--- src/hw/rtl/lsc_pkg.sv ---
`timescale 1ns / 1ps

package lsc_pkg;

  localparam int NUM_PIXELS_DEF = 16;
  localparam int FADE_STEPS_DEF = 64;

  localparam int FUNC_W = 2;
  localparam int PIX_W  = 6;
  localparam int CH_W   = 8;
  localparam int COL_W  = 3 * CH_W;

  typedef enum logic [FUNC_W-1:0] {
    FN_SET   = 2'd0,
    FN_START = 2'd1,
    FN_TICK  = 2'd2
  } func_t;

  // Read request as it leaves the memories: aligned with the registered read data
  typedef struct packed {
    logic             vld;
    logic [PIX_W-1:0] idx;
    logic             tgt_ok;
    logic             shw_ok;
  } rd_t;

  // Write-back of one blended pixel into the shown-color memory
  typedef struct packed {
    logic             vld;
    logic [PIX_W-1:0] idx;
  } wb_t;

  typedef struct packed {
    logic [PIX_W-1:0] pixel;
    logic [CH_W-1:0]  red;
    logic [CH_W-1:0]  green;
    logic [CH_W-1:0]  blue;
    logic             last;
  } res_t;

endpackage

--- src/hw/rtl/lsc_if.sv ---
`timescale 1ns / 1ps

interface lsc_in_if import lsc_pkg::*; ();
  logic              valid;
  logic              ready;
  logic [FUNC_W-1:0] func;
  logic [PIX_W-1:0]  pixel;
  logic [CH_W-1:0]   red;
  logic [CH_W-1:0]   green;
  logic [CH_W-1:0]   blue;

  modport source (output valid, func, pixel, red, green, blue, input ready);
  modport sink   (input valid, func, pixel, red, green, blue, output ready);
endinterface

interface lsc_out_if import lsc_pkg::*; ();
  logic             valid;
  logic             ready;
  logic [PIX_W-1:0] pixel;
  logic [CH_W-1:0]  red;
  logic [CH_W-1:0]  green;
  logic [CH_W-1:0]  blue;
  logic             last;

  modport source (output valid, pixel, red, green, blue, last, input ready);
  modport sink   (input valid, pixel, red, green, blue, last, output ready);
endinterface

--- src/hw/rtl/lsc_ram.sv ---
`timescale 1ns / 1ps

module lsc_ram #(
  parameter int WIDTH = 24,
  parameter int DEPTH = 16,
  localparam int AW = (DEPTH > 1) ? $clog2(DEPTH) : 1
) (
  input  logic             clk,
  input  logic             we,
  input  logic [AW-1:0]    waddr,
  input  logic [WIDTH-1:0] wdata,
  input  logic             re,
  input  logic [AW-1:0]    raddr,
  output logic [WIDTH-1:0] rdata
);

  logic [WIDTH-1:0] mem_r [DEPTH];
  logic [WIDTH-1:0] rdata_r;

  always_ff @(posedge clk) begin
    if (we) begin
      mem_r[waddr] <= wdata;
    end
    // hold read data while no read is issued
    if (re) begin
      rdata_r <= mem_r[raddr];
    end
  end

  assign rdata = rdata_r;

endmodule

--- src/hw/rtl/lsc_ctrl.sv ---
`timescale 1ns / 1ps

module lsc_ctrl import lsc_pkg::*; #(
  parameter int NUM_PIXELS = NUM_PIXELS_DEF,
  parameter int FADE_STEPS = FADE_STEPS_DEF,
  localparam int AW  = (NUM_PIXELS > 1) ? $clog2(NUM_PIXELS) : 1,
  localparam int KB  = $clog2(FADE_STEPS + 1),
  localparam int FCW = KB + 1
) (
  input  logic              clk,
  input  logic              rst_n,
  input  logic              in_valid,
  output logic              in_ready,
  input  logic [FUNC_W-1:0] in_func,
  input  logic [PIX_W-1:0]  in_pixel,
  input  logic              en,
  input  logic              pipe_busy,
  input  wb_t               wb,
  output logic              tgt_we,
  output logic [AW-1:0]     rd_addr,
  output rd_t               rd,
  output logic [KB-1:0]     k
);

  typedef enum logic [1:0] {
    ST_IDLE,
    ST_RUN,
    ST_DRAIN
  } state_t;

  state_t                 state_r;
  logic [AW-1:0]          rd_idx_r;
  rd_t                    rd_r;
  logic [KB-1:0]          k_r;
  logic signed [FCW-1:0]  fade_r;
  logic [NUM_PIXELS-1:0]  tgt_ok_r;
  logic [NUM_PIXELS-1:0]  shw_ok_r;
  logic                   in_acc;
  logic                   pix_in_range;

  assign in_ready     = (state_r == ST_IDLE);
  assign in_acc       = in_valid && in_ready;
  assign pix_in_range = ({1'b0, in_pixel} < (PIX_W+1)'(NUM_PIXELS));
  assign tgt_we       = in_acc && (in_func == FN_SET) && pix_in_range;

  always_ff @(posedge clk) begin
    if (!rst_n) begin
      state_r  <= ST_IDLE;
      rd_idx_r <= '0;
      rd_r     <= '0;
      k_r      <= '0;
      fade_r   <= '1;
      tgt_ok_r <= '0;
      shw_ok_r <= '0;
    end else begin
      if (tgt_we) begin
        tgt_ok_r[in_pixel[AW-1:0]] <= 1'b1;
      end
      if (wb.vld) begin
        shw_ok_r[wb.idx[AW-1:0]] <= 1'b1;
      end

      unique case (state_r)
        ST_IDLE: begin
          if (en) begin
            rd_r.vld <= 1'b0;
          end
          if (in_acc) begin
            unique case (in_func)
              FN_START: begin
                fade_r <= FCW'(FADE_STEPS);
              end
              FN_TICK: begin
                // idle tick when the counter has gone negative
                if (!fade_r[FCW-1]) begin
                  k_r      <= fade_r[KB-1:0];
                  fade_r   <= fade_r - FCW'(1);
                  rd_idx_r <= '0;
                  state_r  <= ST_RUN;
                end
              end
              default: begin
              end
            endcase
          end
        end
        ST_RUN: begin
          if (en) begin
            rd_r.vld    <= 1'b1;
            rd_r.idx    <= PIX_W'(rd_idx_r);
            rd_r.tgt_ok <= tgt_ok_r[rd_idx_r];
            rd_r.shw_ok <= shw_ok_r[rd_idx_r];
            rd_idx_r    <= rd_idx_r + AW'(1);
            if (rd_idx_r == AW'(NUM_PIXELS - 1)) begin
              state_r <= ST_DRAIN;
            end
          end
        end
        ST_DRAIN: begin
          if (en) begin
            rd_r.vld <= 1'b0;
          end
          // release once the last write-back has gone to memory
          if (!rd_r.vld && !pipe_busy) begin
            state_r <= ST_IDLE;
          end
        end
        default: begin
          state_r <= ST_IDLE;
        end
      endcase
    end
  end

  assign rd_addr = rd_idx_r;
  assign rd      = rd_r;
  assign k       = k_r;

endmodule

--- src/hw/rtl/lsc_blend.sv ---
`timescale 1ns / 1ps

module lsc_blend import lsc_pkg::*; #(
  parameter int NUM_PIXELS = NUM_PIXELS_DEF,
  parameter int FADE_STEPS = FADE_STEPS_DEF,
  localparam int KB = $clog2(FADE_STEPS + 1)
) (
  input  logic             clk,
  input  logic             rst_n,
  input  rd_t              rd,
  input  logic [COL_W-1:0] tgt_rdata,
  input  logic [COL_W-1:0] shw_rdata,
  input  logic [KB-1:0]    k,
  output logic             en,
  output logic             pipe_busy,
  output wb_t              wb,
  output logic [COL_W-1:0] wb_data,
  output logic             out_valid,
  input  logic             out_ready,
  output res_t             res
);

  localparam int NUMW    = CH_W + KB;
  localparam int PRODW   = 2 * NUMW + 1;
  localparam int RECIP_I = (1 << NUMW) / FADE_STEPS;
  localparam logic [NUMW:0] RECIP = (NUMW+1)'(RECIP_I);

  logic [COL_W-1:0] t_col;
  logic [COL_W-1:0] s_col;
  logic [KB-1:0]    wk;
  logic [NUMW-1:0]  num_nxt [3];
  logic [PRODW-1:0] prod    [3];
  logic [NUMW-1:0]  fq      [3];
  logic [NUMW-1:0]  rem     [3];
  logic [CH_W-1:0]  q       [3];

  logic             v2_r, v3_r, out_valid_r;
  logic [PIX_W-1:0] idx2_r, idx3_r;
  logic [NUMW-1:0]  num2_r [3];
  logic [NUMW-1:0]  num3_r [3];
  logic [CH_W-1:0]  q0_r   [3];
  res_t             res_r;

  // whole pipeline advances together; stall only when the result is not taken
  assign en        = !out_valid_r || out_ready;
  assign pipe_busy = v2_r || v3_r;
  assign wk        = KB'(FADE_STEPS) - k;

  always_comb begin
    // an entry never written reads as zero
    t_col = rd.tgt_ok ? tgt_rdata : '0;
    s_col = rd.shw_ok ? shw_rdata : '0;
    for (int c = 0; c < 3; c++) begin
      num_nxt[c] = NUMW'(t_col[c*CH_W +: CH_W]) * NUMW'(wk)
                 + NUMW'(s_col[c*CH_W +: CH_W]) * NUMW'(k);
      // reciprocal estimate, low by at most one
      prod[c] = PRODW'(num2_r[c]) * PRODW'(RECIP);
      // correct the estimate against the remainder
      fq[c]  = NUMW'(q0_r[c]) * NUMW'(FADE_STEPS);
      rem[c] = num3_r[c] - fq[c];
      q[c]   = (rem[c] >= NUMW'(FADE_STEPS)) ? q0_r[c] + CH_W'(1) : q0_r[c];
    end
  end

  always_ff @(posedge clk) begin
    if (!rst_n) begin
      v2_r        <= 1'b0;
      v3_r        <= 1'b0;
      out_valid_r <= 1'b0;
    end else if (en) begin
      v2_r        <= rd.vld;
      v3_r        <= v2_r;
      out_valid_r <= v3_r;
    end
  end

  always_ff @(posedge clk) begin
    if (en) begin
      idx2_r <= rd.idx;
      idx3_r <= idx2_r;
      for (int c = 0; c < 3; c++) begin
        num2_r[c] <= num_nxt[c];
        num3_r[c] <= num2_r[c];
        q0_r[c]   <= prod[c][NUMW +: CH_W];
      end
      res_r.pixel <= idx3_r;
      res_r.red   <= q[2];
      res_r.green <= q[1];
      res_r.blue  <= q[0];
      res_r.last  <= (idx3_r == PIX_W'(NUM_PIXELS - 1));
    end
  end

  assign wb.vld    = en && v3_r;
  assign wb.idx    = idx3_r;
  assign wb_data   = {q[2], q[1], q[0]};
  assign out_valid = out_valid_r;
  assign res       = res_r;

endmodule

--- src/hw/rtl/led_strip_crossfade_top.sv ---
`timescale 1ns / 1ps
// Channel   Dir  Handshake            Payload
// in_chan   in   valid/ready          func, pixel, red, green, blue
// out_chan  out  valid/ready          pixel, red, green, blue, last
//
// Set-target and start requests finish on being accepted. An active tick
// moves one pixel per cycle, while the output is not stalled, through the
// target and shown-color memory read ports, then a three-stage blend pipeline drains.
// Synchronous active-low reset; colors read as zero until written.
// Output stall freezes the whole blend pipeline; the next request is taken
// while the final result of a tick still waits in the output register.

module led_strip_crossfade_top import lsc_pkg::*; #(
  parameter int NUM_PIXELS = NUM_PIXELS_DEF,
  parameter int FADE_STEPS = FADE_STEPS_DEF
) (
  input  logic       clk,
  input  logic       rst_n,
  lsc_in_if.sink     in_chan,
  lsc_out_if.source  out_chan
);

  localparam int AW = (NUM_PIXELS > 1) ? $clog2(NUM_PIXELS) : 1;
  localparam int KB = $clog2(FADE_STEPS + 1);

  logic             en;
  logic             pipe_busy;
  logic             tgt_we;
  logic [AW-1:0]    rd_addr;
  rd_t              rd;
  wb_t              wb;
  logic [KB-1:0]    k;
  logic [COL_W-1:0] tgt_rdata;
  logic [COL_W-1:0] shw_rdata;
  logic [COL_W-1:0] wb_data;
  res_t             res;

  lsc_ctrl #(
    .NUM_PIXELS (NUM_PIXELS),
    .FADE_STEPS (FADE_STEPS)
  ) u_ctrl (
    .clk       (clk),
    .rst_n     (rst_n),
    .in_valid  (in_chan.valid),
    .in_ready  (in_chan.ready),
    .in_func   (in_chan.func),
    .in_pixel  (in_chan.pixel),
    .en        (en),
    .pipe_busy (pipe_busy),
    .wb        (wb),
    .tgt_we    (tgt_we),
    .rd_addr   (rd_addr),
    .rd        (rd),
    .k         (k)
  );

  lsc_ram #(
    .WIDTH (COL_W),
    .DEPTH (NUM_PIXELS)
  ) u_tgt_ram (
    .clk   (clk),
    .we    (tgt_we),
    .waddr (in_chan.pixel[AW-1:0]),
    .wdata ({in_chan.red, in_chan.green, in_chan.blue}),
    .re    (en),
    .raddr (rd_addr),
    .rdata (tgt_rdata)
  );

  lsc_ram #(
    .WIDTH (COL_W),
    .DEPTH (NUM_PIXELS)
  ) u_shw_ram (
    .clk   (clk),
    .we    (wb.vld),
    .waddr (wb.idx[AW-1:0]),
    .wdata (wb_data),
    .re    (en),
    .raddr (rd_addr),
    .rdata (shw_rdata)
  );

  lsc_blend #(
    .NUM_PIXELS (NUM_PIXELS),
    .FADE_STEPS (FADE_STEPS)
  ) u_blend (
    .clk       (clk),
    .rst_n     (rst_n),
    .rd        (rd),
    .tgt_rdata (tgt_rdata),
    .shw_rdata (shw_rdata),
    .k         (k),
    .en        (en),
    .pipe_busy (pipe_busy),
    .wb        (wb),
    .wb_data   (wb_data),
    .out_valid (out_chan.valid),
    .out_ready (out_chan.ready),
    .res       (res)
  );

  assign out_chan.pixel = res.pixel;
  assign out_chan.red   = res.red;
  assign out_chan.green = res.green;
  assign out_chan.blue  = res.blue;
  assign out_chan.last  = res.last;

endmodule

--- src/flat_wrapper.sv ---
// flat-port wrapper written by rule: the top's interface ports become plain ports
module led_strip_crossfade_top_flat import lsc_pkg::*;
#(
  parameter int NUM_PIXELS = NUM_PIXELS_DEF,
  parameter int FADE_STEPS = FADE_STEPS_DEF
)
  (clk, rst_n, in_chan_valid, in_chan_func, in_chan_pixel, in_chan_red, in_chan_green, in_chan_blue, in_chan_ready, out_chan_valid, out_chan_pixel, out_chan_red, out_chan_green, out_chan_blue, out_chan_last, out_chan_ready);
  lsc_in_if in_chan_i ();
  lsc_out_if out_chan_i ();
  input  logic clk;
  input  logic rst_n;
  input wire logic [$bits(in_chan_i.valid)-1:0] in_chan_valid;
  input wire logic [$bits(in_chan_i.func)-1:0] in_chan_func;
  input wire logic [$bits(in_chan_i.pixel)-1:0] in_chan_pixel;
  input wire logic [$bits(in_chan_i.red)-1:0] in_chan_red;
  input wire logic [$bits(in_chan_i.green)-1:0] in_chan_green;
  input wire logic [$bits(in_chan_i.blue)-1:0] in_chan_blue;
  output wire logic [$bits(in_chan_i.ready)-1:0] in_chan_ready;
  output wire logic [$bits(out_chan_i.valid)-1:0] out_chan_valid;
  output wire logic [$bits(out_chan_i.pixel)-1:0] out_chan_pixel;
  output wire logic [$bits(out_chan_i.red)-1:0] out_chan_red;
  output wire logic [$bits(out_chan_i.green)-1:0] out_chan_green;
  output wire logic [$bits(out_chan_i.blue)-1:0] out_chan_blue;
  output wire logic [$bits(out_chan_i.last)-1:0] out_chan_last;
  input wire logic [$bits(out_chan_i.ready)-1:0] out_chan_ready;
  assign in_chan_i.valid = in_chan_valid;
  assign in_chan_i.func = in_chan_func;
  assign in_chan_i.pixel = in_chan_pixel;
  assign in_chan_i.red = in_chan_red;
  assign in_chan_i.green = in_chan_green;
  assign in_chan_i.blue = in_chan_blue;
  assign in_chan_ready = in_chan_i.ready;
  assign out_chan_valid = out_chan_i.valid;
  assign out_chan_pixel = out_chan_i.pixel;
  assign out_chan_red = out_chan_i.red;
  assign out_chan_green = out_chan_i.green;
  assign out_chan_blue = out_chan_i.blue;
  assign out_chan_last = out_chan_i.last;
  assign out_chan_i.ready = out_chan_ready;
  led_strip_crossfade_top #(.NUM_PIXELS(NUM_PIXELS), .FADE_STEPS(FADE_STEPS)) u_core (.clk(clk), .rst_n(rst_n), .in_chan(in_chan_i), .out_chan(out_chan_i));
endmodule
--- config.mk ---
export PLATFORM = sky130hd
export DESIGN_NAME = led_strip_crossfade_top_flat
export DESIGN_NICKNAME = d
export VERILOG_FILES = /design/src/hw/rtl/lsc_pkg.sv /design/src/hw/rtl/lsc_if.sv /design/src/hw/rtl/lsc_ram.sv /design/src/hw/rtl/lsc_ctrl.sv /design/src/hw/rtl/lsc_blend.sv /design/src/hw/rtl/led_strip_crossfade_top.sv /design/src/flat_wrapper.sv
export SDC_FILE = /design/constraint.sdc
export NUM_CORES = 2
export LEC_CHECK = 0
export BUFFER_PORTS_ARGS = -buffer_cell sky130_fd_sc_hd__buf_2
export CORE_ASPECT_RATIO = 0.8
export CORE_MARGIN = 4
export CORE_UTILIZATION = 56
export DETAILED_ROUTE_END_ITERATION = 6
export PLACE_DENSITY = 0.72
export SLEW_MARGIN = 15
export SYNTH_ARGS = -nofsm -noshare
export SYNTH_HDL_FRONTEND = slang
export SYNTH_HIERARCHICAL = 1
export SYNTH_SLANG_ARGS = --single-unit
--- constraint.sdc ---
create_clock -name clk -period 18.75 [get_ports clk]
set_clock_uncertainty 0.2 [all_clocks]
set_input_delay 1.875 -clock clk [delete_from_list [all_inputs] [get_ports clk]]
set_output_delay 1.875 -clock clk [all_outputs]
set_load 0.005 [all_outputs]
Word level (Yosys, flattened, before mapping)
Memory sizes are Yosys's and may differ from the RTL's. A register that Yosys moved wholly into a read port is not among the register bits.
Cells that the tools add are included.
{"block": "op_classes", "n_addsub": 12, "mul": 6, "n_lt_le_gt_ge": 9, "eq_ne": 14, "muxes": 36, "bitwise_logic": 3, "reduce_logical": 25}
{"cell": "$mul 8x7->15", "n": 6}
{"cell": "$mux 24", "n": 2}
{"cell": "$add 15x15->15", "n": 3}
{"cell": "$ge 15x7->1 const B", "n": 3}
{"cell": "$sub 15x14->15", "n": 3}
{"cell": "$mux 8", "n": 4}
{"cell": "$or 16x16->16", "n": 2}
{"cell": "$add 8x1->8 const B", "n": 3}
{"cell": "$mux 4", "n": 4}
{"cell": "$pmux 8 s2", "n": 1}
{"cell": "$lt 4x5->1 const B", "n": 3}
{"cell": "$mux 2", "n": 6}
{"cell": "$mux 1", "n": 11}
{"cell": "$ne 2x2->1 const B", "n": 5}
{"cell": "$mux 9", "n": 1}
{"cell": "$bmux 1 s4", "n": 2}
{"cell": "$demux 1 s4", "n": 2}
{"cell": "$eq 4x4->1 const B", "n": 2}
{"cell": "$ge 4x1->1 const B", "n": 2}
{"cell": "$pmux 4 s2", "n": 1}
{"cell": "$reduce_and 4->1", "n": 2}
{"cell": "$sub 8x2->8 const B", "n": 1}
{"cell": "$logic_and 1x1->1", "n": 7}
{"cell": "$sub 7x7->7 const A", "n": 1}
{"cell": "other kinds (17)", "n": 28}
{"block": "totals", "register_bits": 100, "mem_bits_rw": 882, "in_bits": 36, "out_inout_bits": 33, "memories": 5}
{"memory": "u_core.u_shw_ram.mem_r", "words": 16, "word_bits": 24, "rd": 1, "rd_ports_with_merged_regs": 1, "write_ports": 1, "line_no": "lsc_ram.sv:17", "rtl": "logic [WIDTH-1:0] mem_r [DEPTH];"}
{"memory": "u_core.u_tgt_ram.mem_r", "words": 16, "word_bits": 24, "rd": 1, "rd_ports_with_merged_regs": 1, "write_ports": 1, "line_no": "lsc_ram.sv:17"}
{"memory": "u_core.u_blend.num2_r", "words": 3, "word_bits": 15, "rd": 3, "rd_ports_with_merged_regs": 0, "write_ports": 3, "line_no": "lsc_blend.sv:39", "rtl": "logic [NUMW-1:0] num2_r [3];"}
{"memory": "u_core.u_blend.num3_r", "words": 3, "word_bits": 15, "rd": 3, "rd_ports_with_merged_regs": 0, "write_ports": 3, "line_no": "lsc_blend.sv:40", "rtl": "logic [NUMW-1:0] num3_r [3];"}
{"memory": "u_core.u_blend.q0_r", "words": 3, "word_bits": 8, "rd": 3, "rd_ports_with_merged_regs": 0, "write_ports": 3, "line_no": "lsc_blend.sv:41", "rtl": "logic [CH_W-1:0] q0_r [3];"}

Depth between registers and ports, before layout
{"block": "logic_depth", "depth_word": 6, "depth_mapped": 24, "mapped_depth_nobuf": 22}

Cells and area by module
The synthesis kept the hierarchy.
{"mod": "lsc_ram", "n_inst": 2, "cells_each": 636, "area_per_inst_um2": 15170.8}
{"mod": "lsc_blend", "n_inst": 1, "cells_each": 1437, "area_per_inst_um2": 14467.6}
{"mod": "lsc_ctrl", "n_inst": 1, "cells_each": 285, "area_per_inst_um2": 2671.3}

Worst setup path after synthesis
OpenSTA, ideal clock, no wires.
{"block": "synth_path", "path_kind": "input to register", "startpoint": "in out_chan_ready", "endpoint": "mem u_core.u_shw_ram.mem_r[0][0], enable pin", "setup_ps": 435, "t_arrival_ps": 8857, "required_time_ps": 18115, "slack_ps": 9258, "path_stages": 5, "cell_sequence": "nand2b_1 > clkbuf_1 > and2_1 > or3b_2 > nor3_1"}
{"item": "start: declaration", "line_no": "flat_wrapper.sv:25", "rtl": "input wire logic [$bits(out_chan_i.ready)-1:0] out_chan_ready;"}
{"item": "end: declaration", "line_no": "lsc_ram.sv:17"}

==> impl_results.md <==
* Fin util at 62.13%
* GP Congestion at 0.8604
* Worst setup SP type: flop
* Cell type with the largest total area after synthesis: edfxtp_1
* CTS clk-pin slew, worst paths at 0.06 ns
* DR pass1 iterations at 7
* Slew margin rel. at 21.82%
* Post-Place Cell Area at 49240 um^2
* Fmax at 128.3 MHz
* PnR worst setup slack at 10.96 ns
* Pre-CTS WS at 11.07 ns
* Final Max Slew Viols at 0
* Number of synthesized register bits at 976
* DR WL met3 at 9.653 mm
* Leading cell types by count after synthesis: edfxtp_1, inv_1, fa_1, nand2_1, mux4_2
* DRT antenna net count at 0
* Async SR Flop Fraction at 0%
* Core area at 84040 um^2
* Area Growth Syn to Fin at 9.966%
* Crit-path slowest cell: xnor2_1
* Post-synth top area share at 57.74%
* Met2 Routed Length at 49.37 mm
* Crit share post-route at 41.57%
* Failing checks: DRC
* Hold-fix buffers, CTS at 0
* # nets final at 3539
* Syn Area/Cell at 15.86 um^2
* Fin area at 52210 um^2
* Largest delay share family, worst path: adder cells
* CP required at 18.93 ns
* Crit Path Class: flop to flop
* Post-synth top flop: edfxtp_1
* Setup Viol. Count Final at 0
* Initial antenna violation count at 3
* Count of yosys warnings during synthesis at 6
* Netlist Area Pre-Place at 47480 um^2
* WL met1 at 44.43 mm
* Pwr dens at 80.66 nW/um^2
* Setup TNS at 0 ns
* Layout cells sized above 1 at 17.06%
* CTS max path bufs at 3
* Critical path's most frequent cell: fa_1
* Iter 0 DRT Violations at 2721
* Worst-path maximum fanout at 28
* Root buf cell: clkbuf_16
* Post-CTS Setup Inserts at 0
* Ant. Diodes at 0
* CP endpoint kind: flop
* Post-synthesis sequential area ratio at 60.40%
* Static leakage at 20.32 nW
* Port Buf Inserts at 68
* WL/cell at 24.67 um
* Vias in the first global route at 26950
* Worst EP arrival at 7.98 ns
* Initial Util at 56.50%
* Critical path's largest stage delay at 0.64 ns
* Worst-Skew Late Latency at 0.65 ns
* IO Count at 69
* Total grt overflow at 0
* Path type of the worst min-delay path: flop to flop
* Post-synth EDFFs at 913
* Final hold violation count at 0
* Max H-tree Level at 3
* # rows at 95
* Clk sinks at 976
* Post-Synthesis Cells at 2994
* CTS Buf Count at 92
* Worst-margin pin slew at 1.169 ns
* Vias at 25920
* Max IR drop VDD at 59.82 uV
* Post-cts sizing count at 0
* DRT Wirelength at 105.5 mm
* Dpl hpwl at 65.18 mm
* First-pass GRT wire length at 161.5 mm
* Die Span Y at 268.4 um
* Worst-path cell chain: inv_1, ha_1, nand2_1, or3_1, xnor2_1, nand3_1, fa_1, inv_1, fa_1, fa_1, fa_1, fa_1, inv_1, fa_1, inv_1, ha_1, a21o_1, a21oi_1, o21a_1, a21oi_2, a41o_1, o32a_1
* Minimum clock period after layout at 7.794 ns
* Max Used Layer: met4
* Vias/cell at 6.065
* Leading post-synthesis cells by cell area: edfxtp_1, fa_1, mux4_2
* Number of buffers and inverters on the critical path at 4
* CTS tree: built
* Pin count of the biggest net entering global routing at 119
* Die ar. at 89540 um^2
* Die width at 333.6 um
* Netlist cell types at 67
* Tot GR Track Use at 23.84%
* Status: complete, but fails checks
* Max-cap violations at 0
* # DRC at 1
* Most frequent cell after synthesis: edfxtp_1
* RSZ-0062 raised after global routing: false
[logic make-up after synthesis]
kind of cell | share of synthesized area (%)
AND/OR/NAND/NOR | 6.746
XOR/XNOR | 1.270
AO/OA/AOI/OAI | 3.397
other | 0.007898
adder cells (fa/ha/maj) | 14.74
buffers and inverters | 3.697
flip-flops | 60.40
multiplexers | 9.748
[where the power goes]
| group | leakage (nW) | switching, mW | internal, mW |
|---|---|---|---|
| registers | 9.35 | 0.00733 | 2.37 |
| logic | 9.55 | 0.0408 | 0.0216 |
| clock network | 1.42 | 0.773 | 1.00 |
| total | 20.3 | 0.821 | 3.39 |
[through the flow]
| stage | instances | power [mW] | hold WS (ns) |
|---|---|---|---|
| global route | 4274 | 4.349 | 0.2217 |
| CTS | 4274 | 4.245 | 0.2195 |
| detailed placement | 4107 | 2.481 | 0.2045 |
| global placement | 4107 | 2.478 | 0.2066 |
| finish | 4274 | 4.211 | 0.2153 |
| floorplan | 2995 | 2.452 | 0.2003 |
[cells in the final DEF, fill, tap and decap left out, types with 59 or more instances in the layout]
master / count
buf_2: 68
fa_1: 237
clkbuf_16: 94
inv_1: 298
and3_1: 125
nor2_1: 147
ha_1: 180
a22oi_1: 97
mux4_2: 198
edfxtp_1: 913
nand2_1: 218
buf_4: 64
dfxtp_1: 59
[final timing paths]
path                                                    from  cells after the start                            to  slack, ns
worst max-delay path                      u_core/u_ctrl/k[0]                     22  u_core/u_blend/num2_r[0][13]      10.96
worst min-delay path            u_core/u_blend/num2_r[0][22]                      0     u_core/u_blend/q0_r[0][9]       0.22
worst max register to register            u_core/u_ctrl/k[0]                     22  u_core/u_blend/num2_r[0][13]      10.96
worst min register to register  u_core/u_blend/num2_r[0][22]                      0     u_core/u_blend/q0_r[0][9]       0.22
[area by class of cell]
cell class	instances	area (um^2)
fill	5893	31820
timing repair buffer	132	820.8
multi-input combinational	1586	17310
inverter	298	1119
sequential	976	28690
tap	1115	1395
clock buffer	117	2469
clock inverter	50	412.9
[worst reg2reg max path: stages (launching register included)]
cell	delay (ns)
dfxtp_1	0.63
inv_1	0.17
ha_1	0.23
nand2_1	0.13
or3_1	0.38
xnor2_1	0.64
nand3_1	0.21
fa_1	0.56
inv_1	0.06
fa_1	0.52
fa_1	0.48
fa_1	0.54
fa_1	0.55
inv_1	0.06
fa_1	0.54
inv_1	0.04
ha_1	0.34
a21o_1	0.19
a21oi_1	0.13
o21a_1	0.22
a21oi_2	0.13
a41o_1	0.29
o32a_1	0.31
[per-layer routing]
metal / vias to the layer above / global-route usage, %
li1: 11190 / -
met1: 13460 / 35.09
met2: 1133 / 36.80
met3: 143 / 5.605
met4: 0 / 5.792
met5: - / 0
[registers in the layout, indices dropped and copies added (netlist names), 8 cells and up]
signal                  cells
u_core/u_ctrl/shw_ok_r     16
u_core/u_tgt_ram/mem_r    384
u_core/u_shw_ram/rdata     24
u_core/u_blend/num2_r      27
u_core/u_blend/q0_r        23
u_core/u_shw_ram/mem_r    384
u_core/u_tgt_ram/rdata     24
u_core/u_ctrl/tgt_ok_r     16
u_core/u_blend/res         31
u_core/u_ctrl/fade_r        8
Power figures use the tool's default switching activity.
